--- src/efte_pkg.sv ---
`default_nettype none

package efte_pkg;

    localparam int FRAC_BITS     = 16;
    localparam int PROG_W        = FRAC_BITS + 1;
    localparam int ELAPSED_SHIFT = FRAC_BITS - 8;
    localparam int DUR_W         = 16;
    localparam int OFF_W         = 22;
    localparam int MAG_W         = OFF_W - 1;
    localparam int CFG_W         = 22;
    localparam int CFG_IDX_W     = 3;

    typedef logic [PROG_W-1:0] t_prog;
    typedef logic [DUR_W-1:0]  t_dur;

    localparam t_prog ONE     = t_prog'(1) << FRAC_BITS;
    localparam t_dur  MAX_DUR = 16'd60000;

    localparam logic signed [OFF_W-1:0] OFF_MAX = 22'sd1048576;
    localparam logic signed [OFF_W-1:0] OFF_MIN = -22'sd1048576;

    localparam logic [2:0] OP_TICK    = 3'd0;
    localparam logic [2:0] OP_SHOW    = 3'd1;
    localparam logic [2:0] OP_HIDE    = 3'd2;
    localparam logic [2:0] OP_TOGGLE  = 3'd3;
    localparam logic [2:0] OP_RST_VIS = 3'd4;
    localparam logic [2:0] OP_RST_HID = 3'd5;

    localparam logic [1:0] PH_HIDDEN  = 2'd0;
    localparam logic [1:0] PH_SHOWING = 2'd1;
    localparam logic [1:0] PH_VISIBLE = 2'd2;
    localparam logic [1:0] PH_HIDING  = 2'd3;

    localparam logic [CFG_IDX_W-1:0] CFG_SHOW = 3'd0;
    localparam logic [CFG_IDX_W-1:0] CFG_HIDE = 3'd1;
    localparam logic [CFG_IDX_W-1:0] CFG_HWS  = 3'd2;
    localparam logic [CFG_IDX_W-1:0] CFG_HOFF = 3'd3;

endpackage

`default_nettype wire

--- src/efte_div.sv ---
`default_nettype none

module efte_div #(
    parameter int N_W = 32
) (
    input  wire logic                        i_clk,
    input  wire logic                        i_rst_n,
    input  wire logic                        i_start,
    input  wire logic [N_W-1:0]              i_dividend,
    input  wire logic [efte_pkg::DUR_W-1:0]  i_divisor,
    output logic                             o_done,
    output logic [N_W-1:0]                   o_quotient
);

    localparam int CNT_W = $clog2(N_W + 1);
    localparam int DW    = efte_pkg::DUR_W;

    logic [N_W-1:0]   r_q, n_q;
    logic [DW-1:0]    r_rem, n_rem;
    logic [DW-1:0]    r_d;
    logic [CNT_W-1:0] r_cnt, n_cnt;
    logic             r_busy, n_busy;
    logic             r_done, n_done;
    logic [DW:0]      w_trial;
    logic [DW:0]      w_diff;
    logic             w_ge;

    // One quotient bit per cycle by restoring division.
    assign w_trial = {r_rem, r_q[N_W-1]};
    assign w_diff  = w_trial - {1'b0, r_d};
    assign w_ge    = w_trial >= {1'b0, r_d};

    always_comb begin
        n_q    = r_q;
        n_rem  = r_rem;
        n_cnt  = r_cnt;
        n_busy = r_busy;
        n_done = 1'b0;
        if (i_start) begin
            n_q    = i_dividend;
            n_rem  = '0;
            n_cnt  = CNT_W'(N_W);
            n_busy = 1'b1;
        end else if (r_busy) begin
            n_q   = {r_q[N_W-2:0], w_ge};
            n_rem = w_ge ? w_diff[DW-1:0] : w_trial[DW-1:0];
            n_cnt = r_cnt - CNT_W'(1);
            if (r_cnt == CNT_W'(1)) begin
                n_busy = 1'b0;
                n_done = 1'b1;
            end
        end
    end

    always_ff @(posedge i_clk) begin
        if (!i_rst_n) begin
            r_busy <= 1'b0;
            r_done <= 1'b0;
            r_cnt  <= '0;
        end else begin
            r_busy <= n_busy;
            r_done <= n_done;
            r_cnt  <= n_cnt;
        end
    end

    always_ff @(posedge i_clk) begin
        r_q   <= n_q;
        r_rem <= n_rem;
        if (i_start) begin
            r_d <= i_divisor;
        end
    end

    assign o_done     = r_done;
    assign o_quotient = r_q;

endmodule

`default_nettype wire

--- src/efte_mul.sv ---
`default_nettype none

module efte_mul #(
    parameter int A_W = 17
) (
    input  wire logic                          i_clk,
    input  wire logic                          i_rst_n,
    input  wire logic                          i_start,
    input  wire logic [A_W-1:0]                i_a,
    input  wire logic [efte_pkg::PROG_W-1:0]   i_b,
    output logic                               o_done,
    output logic [A_W:0]                       o_result
);

    localparam int B_W   = efte_pkg::PROG_W;
    localparam int CNT_W = $clog2(B_W + 1);
    localparam logic [A_W-1:0] L_HALF = A_W'(1) << (efte_pkg::FRAC_BITS - 1);

    logic [A_W-1:0]   r_a;
    logic [A_W-1:0]   r_hi, n_hi;
    logic [B_W-1:0]   r_lo, n_lo;
    logic [CNT_W-1:0] r_cnt, n_cnt;
    logic             r_busy, n_busy;
    logic             r_done, n_done;
    logic [A_W:0]     w_sum;
    logic [A_W+B_W-1:0] w_full;

    // Shift-add multiplier, one multiplier bit per cycle. The high half starts
    // at one half of the final weight, so the product comes out rounded half up.
    assign w_sum  = {1'b0, r_hi} + (r_lo[0] ? {1'b0, r_a} : '0);
    assign w_full = {r_hi, r_lo};

    always_comb begin
        n_hi   = r_hi;
        n_lo   = r_lo;
        n_cnt  = r_cnt;
        n_busy = r_busy;
        n_done = 1'b0;
        if (i_start) begin
            n_hi   = L_HALF;
            n_lo   = i_b;
            n_cnt  = CNT_W'(B_W);
            n_busy = 1'b1;
        end else if (r_busy) begin
            n_hi  = w_sum[A_W:1];
            n_lo  = {w_sum[0], r_lo[B_W-1:1]};
            n_cnt = r_cnt - CNT_W'(1);
            if (r_cnt == CNT_W'(1)) begin
                n_busy = 1'b0;
                n_done = 1'b1;
            end
        end
    end

    always_ff @(posedge i_clk) begin
        if (!i_rst_n) begin
            r_busy <= 1'b0;
            r_done <= 1'b0;
            r_cnt  <= '0;
        end else begin
            r_busy <= n_busy;
            r_done <= n_done;
            r_cnt  <= n_cnt;
        end
    end

    always_ff @(posedge i_clk) begin
        r_hi <= n_hi;
        r_lo <= n_lo;
        if (i_start) begin
            r_a <= i_a;
        end
    end

    assign o_done   = r_done;
    assign o_result = w_full[A_W+B_W-1:efte_pkg::FRAC_BITS];

endmodule

`default_nettype wire

--- src/eased_fade_transition_engine.sv ---
// Show/hide fade controller. Each input word carries an opcode (tick, show, hide,
// toggle, reset visible, reset hidden, query) and an elapsed time in ms Q8; each
// one yields exactly one result word with the phase, the linear progress, the
// ease-out-cubic motion value, the ease-out-quart width scale and the offset.
// Both channels use valid/ready. Registers are written through a plain write
// port and must only be written while no word is in flight.
// A word that does not advance the ramp runs three rounds of the bit-serial
// multipliers and then loads the output register. A tick that moves the ramp
// first runs the bit-serial divider. One word is processed at a time, and the
// engine returns to idle to accept the next word once the previous result has
// been placed in the output register, even if that result is still waiting.
// When the receiver stalls, the result holds in the output register and a
// following word stalls once its own result is ready.
// Reset clears the phase to hidden, the progress to zero, both durations to
// zero, the hidden width scale to one and the hidden offset to zero.
`default_nettype none

module eased_fade_transition_engine #(
    parameter int ELAPSED_BITS = 24
) (
    input  wire logic                              i_clk,
    input  wire logic                              i_rst_n,
    input  wire logic                              i_in_valid,
    output logic                                   o_in_ready,
    input  wire logic [2:0]                        i_opcode,
    input  wire logic [ELAPSED_BITS-1:0]           i_elapsed,
    output logic                                   o_out_valid,
    input  wire logic                              i_out_ready,
    output logic [1:0]                             o_phase,
    output logic [16:0]                            o_linear_progress,
    output logic [16:0]                            o_motion_progress,
    output logic [16:0]                            o_width_scale,
    output logic signed [21:0]                     o_vertical_offset,
    output logic                                   o_is_animating,
    output logic                                   o_should_present,
    output logic                                   o_target_visible,
    input  wire logic                              i_cfg_we,
    input  wire logic [efte_pkg::CFG_IDX_W-1:0]    i_cfg_index,
    input  wire logic [efte_pkg::CFG_W-1:0]        i_cfg_data
);

    localparam int N_W   = ELAPSED_BITS + efte_pkg::ELAPSED_SHIFT;
    localparam int PW    = efte_pkg::PROG_W;
    localparam int DW    = efte_pkg::DUR_W;
    localparam int OW    = efte_pkg::OFF_W;
    localparam int MW    = efte_pkg::MAG_W;

    localparam logic [2:0] S_IDLE = 3'd0;
    localparam logic [2:0] S_DIV  = 3'd1;
    localparam logic [2:0] S_M1   = 3'd2;
    localparam logic [2:0] S_M2   = 3'd3;
    localparam logic [2:0] S_M3   = 3'd4;
    localparam logic [2:0] S_OUT  = 3'd5;

    function automatic efte_pkg::t_dur f_clamp_dur(input efte_pkg::t_dur d);
        return (d > efte_pkg::MAX_DUR) ? efte_pkg::MAX_DUR : d;
    endfunction

    logic [2:0]            r_state, n_state;
    logic                  r_launch, n_launch;
    logic [1:0]            r_phase, n_phase;
    efte_pkg::t_prog       r_prog, n_prog;
    efte_pkg::t_dur        r_show, n_show;
    efte_pkg::t_dur        r_hide, n_hide;
    efte_pkg::t_prog       r_hws, n_hws;
    logic signed [OW-1:0]  r_hoff, n_hoff;
    efte_pkg::t_prog       r_r2, r_r3, r_r4;
    logic                  r_out_valid, n_out_valid;

    logic [1:0]            r_o_phase;
    efte_pkg::t_prog       r_o_lin, r_o_mot, r_o_wid;
    logic [OW-1:0]         r_o_off;
    logic                  r_o_anim, r_o_pres, r_o_tgt;

    logic                  w_accept;
    logic                  w_out_load;
    logic                  w_div_start;
    logic                  w_div_done;
    logic [N_W-1:0]        w_quot;
    efte_pkg::t_dur        w_divisor;
    logic                  w_u0_done, w_u1_done;
    efte_pkg::t_prog       w_u0_a, w_u0_b, w_u1_b;
    logic [MW-1:0]         w_u1_a;
    logic [PW:0]           w_u0_res;
    logic [MW:0]           w_u1_res;
    efte_pkg::t_prog       w_p, w_r, w_hws, w_omh;
    logic signed [OW-1:0]  w_off_c;
    logic [OW-1:0]         w_mag_full;
    logic [MW-1:0]         w_mag;
    logic [PW:0]           w_width_sum;
    logic [OW-1:0]         w_offm;
    logic                  w_tgt;
    logic                  w_do_tgt;

    assign o_in_ready  = (r_state == S_IDLE);
    assign w_accept    = i_in_valid && o_in_ready;
    assign w_out_load  = (r_state == S_OUT) && (!r_out_valid || i_out_ready);

    assign w_p   = (r_prog > efte_pkg::ONE) ? efte_pkg::ONE : r_prog;
    assign w_r   = efte_pkg::ONE - w_p;
    assign w_hws = (r_hws > efte_pkg::ONE) ? efte_pkg::ONE : r_hws;
    assign w_omh = efte_pkg::ONE - w_hws;

    always_comb begin
        priority if (r_hoff > efte_pkg::OFF_MAX) begin
            w_off_c = efte_pkg::OFF_MAX;
        end else if (r_hoff < efte_pkg::OFF_MIN) begin
            w_off_c = efte_pkg::OFF_MIN;
        end else begin
            w_off_c = r_hoff;
        end
    end

    assign w_mag_full = w_off_c[OW-1] ? OW'(-w_off_c) : OW'(w_off_c);
    assign w_mag      = w_mag_full[MW-1:0];

    assign w_divisor = (r_phase == efte_pkg::PH_SHOWING) ? f_clamp_dur(r_show)
                                                         : f_clamp_dur(r_hide);

    always_comb begin
        unique case (r_state)
            S_M1: begin
                w_u0_a = w_r;
                w_u0_b = w_r;
                w_u1_a = MW'(r_r2);
                w_u1_b = r_r2;
            end
            S_M3: begin
                w_u0_a = w_omh;
                w_u0_b = efte_pkg::ONE - r_r4;
                w_u1_a = w_mag;
                w_u1_b = r_r3;
            end
            default: begin
                w_u0_a = r_r2;
                w_u0_b = w_r;
                w_u1_a = MW'(r_r2);
                w_u1_b = r_r2;
            end
        endcase
    end

    efte_div #(
        .N_W (N_W)
    ) u_div (
        .i_clk      (i_clk),
        .i_rst_n    (i_rst_n),
        .i_start    (w_div_start),
        .i_dividend ({i_elapsed, {efte_pkg::ELAPSED_SHIFT{1'b0}}}),
        .i_divisor  (w_divisor),
        .o_done     (w_div_done),
        .o_quotient (w_quot)
    );

    efte_mul #(
        .A_W (PW)
    ) u_mul0 (
        .i_clk    (i_clk),
        .i_rst_n  (i_rst_n),
        .i_start  (r_launch),
        .i_a      (w_u0_a),
        .i_b      (w_u0_b),
        .o_done   (w_u0_done),
        .o_result (w_u0_res)
    );

    efte_mul #(
        .A_W (MW)
    ) u_mul1 (
        .i_clk    (i_clk),
        .i_rst_n  (i_rst_n),
        .i_start  (r_launch),
        .i_a      (w_u1_a),
        .i_b      (w_u1_b),
        .o_done   (w_u1_done),
        .o_result (w_u1_res)
    );

    always_comb begin
        n_show = r_show;
        n_hide = r_hide;
        n_hws  = r_hws;
        n_hoff = r_hoff;
        if (i_cfg_we) begin
            unique case (i_cfg_index)
                efte_pkg::CFG_SHOW: n_show = i_cfg_data[DW-1:0];
                efte_pkg::CFG_HIDE: n_hide = i_cfg_data[DW-1:0];
                efte_pkg::CFG_HWS:  n_hws  = i_cfg_data[PW-1:0];
                efte_pkg::CFG_HOFF: n_hoff = i_cfg_data[OW-1:0];
                default: ;
            endcase
        end
    end

    always_comb begin
        n_state     = r_state;
        n_launch    = 1'b0;
        n_phase     = r_phase;
        n_prog      = r_prog;
        n_out_valid = r_out_valid && !i_out_ready;
        w_div_start = 1'b0;
        w_tgt       = 1'b0;
        w_do_tgt    = 1'b0;

        if (i_cfg_we && (i_cfg_index <= efte_pkg::CFG_HOFF)) begin
            if (r_phase == efte_pkg::PH_SHOWING && n_show == '0) begin
                n_phase = efte_pkg::PH_VISIBLE;
                n_prog  = efte_pkg::ONE;
            end else if (r_phase == efte_pkg::PH_HIDING && n_hide == '0) begin
                n_phase = efte_pkg::PH_HIDDEN;
                n_prog  = '0;
            end
        end

        unique case (r_state)
            S_IDLE: begin
                if (w_accept) begin
                    n_state  = S_M1;
                    n_launch = 1'b1;
                    unique case (i_opcode)
                        efte_pkg::OP_TICK: begin
                            if (i_elapsed != '0) begin
                                if (r_phase == efte_pkg::PH_SHOWING) begin
                                    if (r_show == '0) begin
                                        n_phase = efte_pkg::PH_VISIBLE;
                                        n_prog  = efte_pkg::ONE;
                                    end else begin
                                        w_div_start = 1'b1;
                                        n_state     = S_DIV;
                                        n_launch    = 1'b0;
                                    end
                                end else if (r_phase == efte_pkg::PH_HIDING) begin
                                    if (r_hide == '0) begin
                                        n_phase = efte_pkg::PH_HIDDEN;
                                        n_prog  = '0;
                                    end else begin
                                        w_div_start = 1'b1;
                                        n_state     = S_DIV;
                                        n_launch    = 1'b0;
                                    end
                                end
                            end
                        end
                        efte_pkg::OP_SHOW: begin
                            w_do_tgt = 1'b1;
                            w_tgt    = 1'b1;
                        end
                        efte_pkg::OP_HIDE: begin
                            w_do_tgt = 1'b1;
                            w_tgt    = 1'b0;
                        end
                        efte_pkg::OP_TOGGLE: begin
                            w_do_tgt = 1'b1;
                            w_tgt    = !(r_phase == efte_pkg::PH_SHOWING ||
                                         r_phase == efte_pkg::PH_VISIBLE);
                        end
                        efte_pkg::OP_RST_VIS: begin
                            n_phase = efte_pkg::PH_VISIBLE;
                            n_prog  = efte_pkg::ONE;
                        end
                        efte_pkg::OP_RST_HID: begin
                            n_phase = efte_pkg::PH_HIDDEN;
                            n_prog  = '0;
                        end
                        default: ;
                    endcase
                    if (w_do_tgt) begin
                        if (w_tgt) begin
                            if (r_prog >= efte_pkg::ONE || r_show == '0) begin
                                n_phase = efte_pkg::PH_VISIBLE;
                                n_prog  = efte_pkg::ONE;
                            end else begin
                                n_phase = efte_pkg::PH_SHOWING;
                            end
                        end else begin
                            if (r_prog == '0 || r_hide == '0) begin
                                n_phase = efte_pkg::PH_HIDDEN;
                                n_prog  = '0;
                            end else begin
                                n_phase = efte_pkg::PH_HIDING;
                            end
                        end
                    end
                end
            end
            S_DIV: begin
                if (w_div_done) begin
                    n_state  = S_M1;
                    n_launch = 1'b1;
                    if (r_phase == efte_pkg::PH_SHOWING) begin
                        if (w_quot >= N_W'(efte_pkg::ONE - r_prog)) begin
                            n_phase = efte_pkg::PH_VISIBLE;
                            n_prog  = efte_pkg::ONE;
                        end else begin
                            n_prog = r_prog + w_quot[PW-1:0];
                        end
                    end else begin
                        if (w_quot >= N_W'(r_prog)) begin
                            n_phase = efte_pkg::PH_HIDDEN;
                            n_prog  = '0;
                        end else begin
                            n_prog = r_prog - w_quot[PW-1:0];
                        end
                    end
                end
            end
            S_M1: begin
                if (w_u0_done) begin
                    n_state  = S_M2;
                    n_launch = 1'b1;
                end
            end
            S_M2: begin
                if (w_u0_done && w_u1_done) begin
                    n_state  = S_M3;
                    n_launch = 1'b1;
                end
            end
            S_M3: begin
                if (w_u0_done && w_u1_done) begin
                    n_state = S_OUT;
                end
            end
            S_OUT: begin
                if (w_out_load) begin
                    n_out_valid = 1'b1;
                    n_state     = S_IDLE;
                end
            end
            default: begin
                n_state = S_IDLE;
            end
        endcase
    end

    always_ff @(posedge i_clk) begin
        if (!i_rst_n) begin
            r_state     <= S_IDLE;
            r_launch    <= 1'b0;
            r_phase     <= efte_pkg::PH_HIDDEN;
            r_prog      <= '0;
            r_show      <= '0;
            r_hide      <= '0;
            r_hws       <= efte_pkg::ONE;
            r_hoff      <= '0;
            r_out_valid <= 1'b0;
        end else begin
            r_state     <= n_state;
            r_launch    <= n_launch;
            r_phase     <= n_phase;
            r_prog      <= n_prog;
            r_show      <= n_show;
            r_hide      <= n_hide;
            r_hws       <= n_hws;
            r_hoff      <= n_hoff;
            r_out_valid <= n_out_valid;
        end
    end

    always_ff @(posedge i_clk) begin
        if (r_state == S_M1 && w_u0_done) begin
            r_r2 <= w_u0_res[PW-1:0];
        end
        if (r_state == S_M2 && w_u0_done) begin
            r_r3 <= w_u0_res[PW-1:0];
            r_r4 <= w_u1_res[PW-1:0];
        end
    end

    assign w_width_sum = {1'b0, w_hws} + {1'b0, w_u0_res[PW-1:0]};
    assign w_offm      = w_u1_res[OW-1:0];

    always_ff @(posedge i_clk) begin
        if (w_out_load) begin
            r_o_phase <= r_phase;
            r_o_lin   <= w_p;
            r_o_mot   <= efte_pkg::ONE - r_r3;
            r_o_wid   <= w_width_sum[PW-1:0];
            r_o_off   <= w_off_c[OW-1] ? (OW'(0) - w_offm) : w_offm;
            r_o_anim  <= (r_phase == efte_pkg::PH_SHOWING) ||
                         (r_phase == efte_pkg::PH_HIDING);
            r_o_pres  <= (r_phase != efte_pkg::PH_HIDDEN);
            r_o_tgt   <= (r_phase == efte_pkg::PH_SHOWING) ||
                         (r_phase == efte_pkg::PH_VISIBLE);
        end
    end

    assign o_out_valid       = r_out_valid;
    assign o_phase           = r_o_phase;
    assign o_linear_progress = r_o_lin;
    assign o_motion_progress = r_o_mot;
    assign o_width_scale     = r_o_wid;
    assign o_vertical_offset = $signed(r_o_off);
    assign o_is_animating    = r_o_anim;
    assign o_should_present  = r_o_pres;
    assign o_target_visible  = r_o_tgt;

endmodule

`default_nettype wire

--- config.mk ---
export PLATFORM = sky130hd
export DESIGN_NAME = eased_fade_transition_engine
export DESIGN_NICKNAME = d
export VERILOG_FILES = /design/src/efte_pkg.sv /design/src/efte_div.sv /design/src/efte_mul.sv /design/src/eased_fade_transition_engine.sv
export SDC_FILE = /design/constraint.sdc
export NUM_CORES = 1
export LEC_CHECK = 0
export ABC_AREA = 1
export BUFFER_PORTS_ARGS = -buffer_cell sky130_fd_sc_hd__buf_2
export CORE_ASPECT_RATIO = 0.5
export CORE_MARGIN = 1.5
export CORE_UTILIZATION = 52
export CTS_BUF_LIST = sky130_fd_sc_hd__clkbuf_4 sky130_fd_sc_hd__clkbuf_8 sky130_fd_sc_hd__clkbuf_16
export CTS_CLUSTER_DIAMETER = 100
export DETAILED_ROUTE_END_ITERATION = 8
export GPL_TIMING_DRIVEN = 0
export PLACE_DENSITY = 0.7
export SYNTH_ARGS = -nofsm -noshare
export SYNTH_HDL_FRONTEND = slang
export SYNTH_SLANG_ARGS = --single-unit
--- constraint.sdc ---
create_clock -name i_clk -period 10.8 [get_ports i_clk]
set_clock_uncertainty 0.15 [all_clocks]
set_input_delay 2.7 -clock i_clk [delete_from_list [all_inputs] [get_ports i_clk]]
set_output_delay 2.7 -clock i_clk [all_outputs]
set_load 0.01 [all_outputs]
==> metrics.yaml <==
outcome: "complete, but fails checks"
violations: "DRC"
fin_area_sq_mm: 0.02849
synth_area_sq_mm: 0.02547
hold_depth: 1
worst-path-buf-inv: 2
slowest_delay_ps: 540
routabilityCongestion: 0.9651
initial_utilization: 0.5259
num_vias: 23460
crit_chain: "nor3_2, nand4_1, nor2_1, nand2_1, inv_1, nand2_1, nor2_2, nand4_1, nand2_1, ha_1, nand2_1, nor2_1, nand4_1, nor2_1, nand4_1, nand4_1, clkbuf_1, o22ai_1, nand2_1, a21oi_1"
netlist_top_cells_area: "edfxtp_1 (28%), dfxtp_1 (14%), nand2_1 (9.4%), ha_1 (8.3%), inv_1 (6.8%)"
whs_endpoint: "u_mul0.r_cnt[2]$_SDFFE_PP0P_"
synth-edff-count: 241
hold_class: "register to register"
use_met3: 0.06486
endpoint_kind: "register"
post_cts_buffers: 0
drc: 5
clk_pin_slew_ps: 70
synthArstFlopShare: 0
setup.worst_path.start_class: "register"
r2r-end: "r_prog[7]$_SDFF_PN0_"
cts_tree: "built"
drt_first_pass_iters: 9
syn-num-nets: 3481
grt_max_degree: 39
ctsHoldBuffers: 0
busiest_layer: "met1"
viasPerCell: 5.701
maxCapViolCount: 0
clkLatencyLatePin_ps: 590
tns_ps: 0
cts_resized: 0
cp_data_required_time_ps: 11070
setup-violations-final: 0
ios: 137
avgRoutedWirePerCell_um: 19.63
grt_pass1_vias: 21300
synthCells: 3250
grt_pass1_wl_um: 122700
synth_common_cells: "nand2_1 (635), inv_1 (463), nor2_1 (337), o21ai_0 (262), a21oi_1 (248)"
rsz0062_at_grt: "false"
total_leakage_power_nw: 12.91
ys_seq_area_frac: 0.4249
numCtsBuffers: 40
wl_um: 80790
critPathKind: "register to register"
gr-usage-all-layers: 0.3154
power_density_mw_per_mm2: 184.2
post-place-ws_ps: 5200
drt_iter0_drc: 2694
clock_path_buffers: 3
antenna_found_initial: 2
final-max-slew-violation-count: 0
yosysTopAreaCell: "edfxtp_1"
synth.avg_cell_area_sq_um: 7.836
hold_start: "u_mul0.r_cnt[2]$_SDFFE_PP0P_"
hpwl_um: 61990
postLayoutCoreUtil: 0.5884
overflow: 0
slew_headroom: 0.2853
cts.sinks: 420
dieHeight_um: 159.5
root_buffer: "clkbuf_16"
yosys.area.top_type_share: 0.2842
ys.flop_type: "edfxtp_1"
dieWidth_um: 316.0
use_met2: 0.4513
die-area_sq_mm: 0.05039
htreeDepth: 2
worst_slack_ps: 5659
drive_above_1_share: 0.07643
rrSetupSlack_ps: 5660
placementRows: 57
timing.rr.start: "r_prog[1]$_SDFF_PN0_"
grtUsageMet1: 0.4834
critPathTopFamily: "simple AND/OR/NAND/NOR gates"
drtAntennaViolNets: 0
synth_warnings: 0
hold_viol: 0
timing.final.crit_share: 0.4760
max-vdd-ir-drop_mv: 0.1225
ys_seq_elements: 420
tightest_slew_ps: 1068
total_power_mw: 5.247
timing.fmax_mhz: 194.5
cp_slowest_cell: "nand2_1"
period_needed_ps: 5141
synth.most_common_cell: "nand2_1"
port_buffers: 135
placedInstanceArea_sq_mm: 0.02713
ys_types: 53
fin_nets: 3666
num_antenna_cells: 0
rr_worst_depth: 20
critical_path_arrival_ps: 5420
core_sq_mm: 0.04843
crit_fanout: 15
area_delta_synth_final_pct: 11.89
==> where the power goes <==
group          leakage (nW)  switching [mW]  internal, mW
Sequential             3.67           0.202          1.96
Clock                 0.677           0.679         0.834
Combinational          8.56            1.07         0.503
==> cell usage in the layout, fill, tap and decap left out, types with 43 or more instances in the layout <==
cell,n
nand2_1,635
inv_1,463
nor2_1,336
o21ai_0,262
a21oi_1,247
edfxtp_1,241
dfxtp_1,178
ha_1,168
buf_2,153
nand3_1,132
xor2_1,106
clkbuf_1,69
nor3_1,62
nand4_1,59
clkbuf_16,43
==> layer usage <==
layer | vias up | wire length (um)
met3 | 127 | 8367
met2 | 1095 | 33320
met5 | - | 23
li1 | 11230 | -
met4 | 4 | 1665
met1 | 11000 | 37410
==> state kept, by name, indices dropped and copies added (netlist names), 21 cells and up <==
name and flops:
o_vertical_offset 22, u_div.o_quotient 32, u_mul1.r_hi 21, u_mul1.r_a 21
r_hoff 22
==> cell families after synthesis <==
group | synth area share
simple gates | 0.2104
flops | 0.4249
buf+inv | 0.08638
fa+ha+maj | 0.08726
xor+xnor | 0.04643
compound gates | 0.1446
==> cell type report <==
cell class / count / area, sq um
Buffer: 100 / 425.4
Clock buffer: 51 / 1149
Clock inverter: 23 / 216.5
Fill cell: 4487 / 19930
Inverter: 473 / 1775
Multi-Input combinational cell: 2257 / 12460
Sequential cell: 420 / 10820
Tap cell: 649 / 812.0
Timing Repair Buffer: 143 / 828.3
==> how the worst max path moves through the flow <==
stage                               startpoint                              to  slack (ps)  cells after the start
after floorplan                    i_out_ready        o_is_animating$_DFFE_PP_        3570                      2
after global placement             i_out_ready  o_vertical_offset[2]$_DFFE_PP_        1440                      3
after detailed placement          i_elapsed[6]     u_div.r_rem[3]$_SDFFE_PP0P_        5200                     14
after global routing      r_prog[1]$_SDFF_PN0_           r_prog[10]$_SDFF_PN0_        5360                     20
after CTS                         i_elapsed[6]     u_div.r_rem[3]$_SDFFE_PP0P_        5790                     14
final                     r_prog[1]$_SDFF_PN0_            r_prog[7]$_SDFF_PN0_        5660                     20
==> through the flow <==
stage          hold WS (ps)  instances
2_1_floorplan         279.7       3250
3_3_place_gp          299.4       4034
3_5_place_dp          317.0       4042
4_1_cts               327.8       4116
5_1_grt               356.1       4116
6_report              326.5       4116
(Power assumes the default switching activity.)
